### config.mk
export PLATFORM = sky130hd
export DESIGN_NAME = cnfq_ctrl
export DESIGN_NICKNAME = d
export VERILOG_FILES = /design/src/design/cnfq_pkg.sv /design/src/design/cnfq_ctrl.sv
export SDC_FILE = /design/constraint.sdc
export NUM_CORES = 1
export LEC_CHECK = 0
export BUFFER_PORTS_ARGS = -buffer_cell sky130_fd_sc_hd__buf_4
export CORE_AREA = 2 2 39 41
export DETAILED_ROUTE_END_ITERATION = 10
export DIE_AREA = 0 0 41 43
export PLACE_DENSITY_LB_ADDON = 0.12
export SLEW_MARGIN = 15
export SYNTH_ARGS = -nofsm -noshare
export SYNTH_HDL_FRONTEND = slang
export SYNTH_SLANG_ARGS = --single-unit
### constraint.sdc
create_clock -name clk -period 2.3 [get_ports clk]
set_clock_uncertainty 0.15 [all_clocks]
set_input_delay 0.23 -clock clk [delete_from_list [all_inputs] [get_ports clk]]
set_output_delay 0.23 -clock clk [all_outputs]
set_load 0.02 [all_outputs]
### src/design/cnfq_pkg.sv
// Shared types, codes and defaults for the CNF query over bit matrix block.
`timescale 1ns / 1ps

package cnfq_pkg;

  localparam int NUM_CELLS_DEF = 64;
  localparam int NUM_GENES_DEF = 256;
  localparam int MAX_QUERY_ENTRIES_DEF = 32;

  localparam int GENE_W = 8;
  localparam int ROW_W  = 64;
  localparam int CELL_W = 6;
  localparam int CFG_W  = 7;
  localparam int OP_W   = 3;

  localparam logic [CFG_W-1:0] CELLS_RESET = 7'd64;

  localparam logic [OP_W-1:0] OP_LOAD_ROW   = 3'd0;
  localparam logic [OP_W-1:0] OP_ADD_LIT    = 3'd1;
  localparam logic [OP_W-1:0] OP_END_CLAUSE = 3'd2;
  localparam logic [OP_W-1:0] OP_CLEAR      = 3'd3;
  localparam logic [OP_W-1:0] OP_RUN        = 3'd4;

  typedef struct packed {
    logic              is_end;
    logic              pol;
    logic [GENE_W-1:0] gene;
  } qentry_t;

  typedef struct packed {
    logic load_row;
    logic add_lit;
    logic end_clause;
    logic clear_q;
    logic start_run;
    logic walk;
    logic load_hits;
    logic scan_step;
    logic emit_none;
  } cnfq_cmd_t;

  typedef struct packed {
    logic walk_done;
    logic pipe_empty;
    logic hits_none;
    logic rem_zero;
    logic cur_hit;
    logic out_free;
  } cnfq_sts_t;

endpackage

### src/design/cnfq_ctrl.sv
// Controller state machine: decodes operations and sequences a query run.
`timescale 1ns / 1ps

module cnfq_ctrl import cnfq_pkg::*; (
  input  logic            clk,
  input  logic            rst,
  input  logic            in_valid,
  output logic            in_ready,
  input  logic [OP_W-1:0] operation,
  input  cnfq_sts_t       sts,
  output cnfq_cmd_t       cmd
);

  typedef enum logic [3:0] {
    ST_IDLE  = 4'b0001,
    ST_WALK  = 4'b0010,
    ST_DRAIN = 4'b0100,
    ST_SCAN  = 4'b1000
  } state_t;

  state_t state, state_next;
  logic   accept;

  assign in_ready = (state == ST_IDLE);
  assign accept   = in_valid && in_ready;

  always_comb begin
    state_next = state;
    cmd        = '0;
    case (state)
      ST_IDLE: begin
        if (accept) begin
          case (operation)
            OP_LOAD_ROW:   cmd.load_row   = 1'b1;
            OP_ADD_LIT:    cmd.add_lit    = 1'b1;
            OP_END_CLAUSE: cmd.end_clause = 1'b1;
            OP_CLEAR:      cmd.clear_q    = 1'b1;
            OP_RUN: begin
              cmd.start_run = 1'b1;
              state_next    = ST_WALK;
            end
            default: ;
          endcase
        end
      end
      ST_WALK: begin
        if (sts.walk_done) begin
          state_next = ST_DRAIN;
        end else begin
          cmd.walk = 1'b1;
        end
      end
      ST_DRAIN: begin
        if (sts.pipe_empty) begin
          cmd.load_hits = 1'b1;
          state_next    = ST_SCAN;
        end
      end
      ST_SCAN: begin
        if (sts.hits_none) begin
          if (sts.out_free) begin
            cmd.emit_none = 1'b1;
            state_next    = ST_IDLE;
          end
        end else if (sts.rem_zero) begin
          state_next = ST_IDLE;
        end else if (!sts.cur_hit || sts.out_free) begin
          cmd.scan_step = 1'b1;
        end
      end
      default: state_next = ST_IDLE;
    endcase
  end

  always_ff @(posedge clk) begin
    if (rst) begin
      state <= ST_IDLE;
    end else begin
      state <= state_next;
    end
  end

endmodule

==> summary.txt <==
Floorplan
  – Top Ports: 22
  – # rows: 14
  – Horiz. Die Dim: 41 um
  – Core Region: 0.00138 mm2
  – Initial core utilization: 22.4%
  – Die ar.: 0.00176 mm2
  – Die H: 43 um

Logic synthesis
  – Syn_area_per_cell: 8.17 um2
  – Post-synthesis async set-or-reset flop share: 0%
  – Yosys warnings: 0
  – Post-Syn Instances: 38
  – EDFF count, synth: 0
  – Seq/Total Area, Yosys: 25.8%
  – Synth Cell Area: 310 um2
  – Top-area cell type share of the netlist area: 25.8%
  – Dominant cells by area after synthesis: dfxtp_1, nand3b_4, nor3_1
  – Post-synth top area cell: dfxtp_1
  – Yosys cell types: 23
  – Top FF cell, synth: dfxtp_1
  – Register bit total from synthesis: 4
  – Top cells by count, synth: inv_1, nor2_1, dfxtp_1, nor3_1, a21oi_1
  – Syn_nets: 50

Timing
  – TNS Setup: 0 ns
  – Final Max Tran Viols: 0
  – Crit share post-route: 91.2%
  – RSZ-0062 raised after global routing: no
  – Final Hold Fails: 0
  – Worst-Margin Slew: 0.379 ns
  – Worst slew margin: 74.7%
  – Fmax: 0.477 GHz
  – Min Tclk post-route: 2.10 ns
  – Final setup fails: 0

Critical path
  – CP arrival: 1.72 ns
  – Crit-path max cell delay: 0.57 ns
  – Slowest CP cell: or4b_4
  – Worst Path Class, Setup: reg -> out
  – CP Buf/Inv Count: 1
  – Worst-path cell chain: or4b_4 -> a2111oi_1 -> buf_4
  – Critical path launch point type: flop
  – Critical path required time: 1.92 ns
  – Critical path fanouts, max: 8
  – CP Depth: 3
  – Kind of cell adding the most delay to the critical path: simple AND/OR/NAND/NOR gates
  – Crit end category: output pin
  – Worst r2r path cells: 3

Clock tree
  – Deepest clock path buffer count: 2
  – Clk_lat worst skew: 0.23 ns
  – Post-CTS sizing: 0
  – # Post-CTS Setup Buffers: 0
  – Clock root cell: clkbuf_4
  – Num Clock Sinks: 4
  – CTS tree: done
  – Number of buffers created by CTS: 3
  – Hold_buf cts: 0
  – Worst-path clk slew: 0.04 ns
  – Htree depth: 1

Min path
  – Hold depth: 2
  – Path type of the worst min-delay path: in -> reg

Global routing
  – GRT Util Overall: 9.95%
  – Vias in the first global route: 298
  – First-pass GRT wire length: 1190 um
  – Initial antenna violation count: 0
  – Grt total ovfl: 0
  – Pin count of the biggest net entering global routing: 9

Drt
  – Final WL: 773 um
  – Average routed wire per standard cell: 9.91 um
  – Routed Antenna Nets: 0
  – Drt pass-1 iters: 4
  – Drt drc: 0
  – DR vias/cell: 4.54
  – Routed via count: 354
  – DR iter-0 viols: 4

Cells and area
  – Layout net count: 76
  – Final Util: 37.0%
  – Fillcell total: 148
  – Area grow syn2layout: 64.9%
  – Largest registers: state x4
  – Reg area: 80.1 um2
  – Number of diodes: 0
  – Share of cells above drive strength 1: 46.8%
  – Max FFs per register: 4
  – Top reg by flops: state
  – Area of the multi-input gates: 213 um2

Power and ir drop
  – Peak supply drop: 0.279 mV
  – Pwr Density: 393 mW/mm2
  – Leakage: 0.249 nW

Placed design
  – HPWL Detailed: 663 um
  – GP Congestion: 0.699
  – Port Buffers: 21

Run status
  – Status: complete, no violations

Flow run
  – Max Cap Viol: 0
-- layer usage --
metal | GRT usage (%) | routed length, um | vias up
met5 | 0 | 0 | -
met4 | 4.00 | 0 | 0
met3 | 4.71 | 52 | 0
met2 | 14.1 | 377 | 9
met1 | 12.6 | 342 | 154
li1 | - | - | 191
-- worst reg2reg max path, delay by kind of cell, from the launching register on --
kind / cells / cell delay [ns]
AOI/OAI and AO/OA: 1 / 0.29
DFF: 1 / 0.37
and+or+nand+nor: 2 / 0.75
-- report_power, final --
group	total [W]	switching (W)	internal (W)
Combinational	0.0000436	0.0000201	0.0000235
Sequential	0.0000731	0.00000206	0.0000711
Clock	0.0000842	0.0000260	0.0000582
-- metrics by stage --
stage	std cells	total power [W]	cell area, um2	hold slack, ns	setup WS [ns]
after global placement	75	0.000119	489	0.271	0.466
after floorplan	38	0.0000925	312	0.149	0.171
after detailed placement	75	0.000118	489	0.270	0.448
final	78	0.000201	512	0.0367	0.202
after CTS	78	0.000207	512	0.0265	0.190
after global routing	78	0.000216	512	0.0296	0.119
-- cells by family (layout without fill, tap and decap cells) --
logic type	Yosys count	count (layout)	synth area share (%)
AND/OR/NAND/NOR	21	21	48.8
XOR/XNOR	1	1	2.82
buffers and inverters	5	29	6.05
flip-flops	4	4	25.8
AO/OA/AOI/OAI	7	7	16.5
-- path summary, 6_finish.rpt --
path / to / slack, ns / start
worst max register to register: state[0]$_SDFFE_PP1P_ / 0.63 / state[2]$_SDFFE_PP0P_
worst min-delay path: state[3]$_SDFFE_PP0P_ / 0.04 / rst
worst max-delay path: cmd[1] / 0.20 / state[2]$_SDFFE_PP0P_
worst min register to register: state[2]$_SDFFE_PP0P_ / 0.37 / state[3]$_SDFFE_PP0P_
-- cells in the final DEF (no fill, tap or decap), drive strengths merged, types with 2 or more instances in the layout --
cell,instances
a21oi,2
buf,21
clkbuf,3
dfxtp,4
inv,5
nand3b,2
nor2,5
nor3,4
-- cell type report --
| class | count | share of cell area [%] |
|---|---|---|
| clock buffers | 3 | 4.40 |
| inverters | 5 | 3.67 |
| multi-input cells | 29 | 41.6 |
| flip-flops and latches | 4 | 15.6 |
| well taps | 16 | 3.91 |
| repair buffers | 21 | 30.8 |
Note: power is estimated with default switching activity, not from simulation.
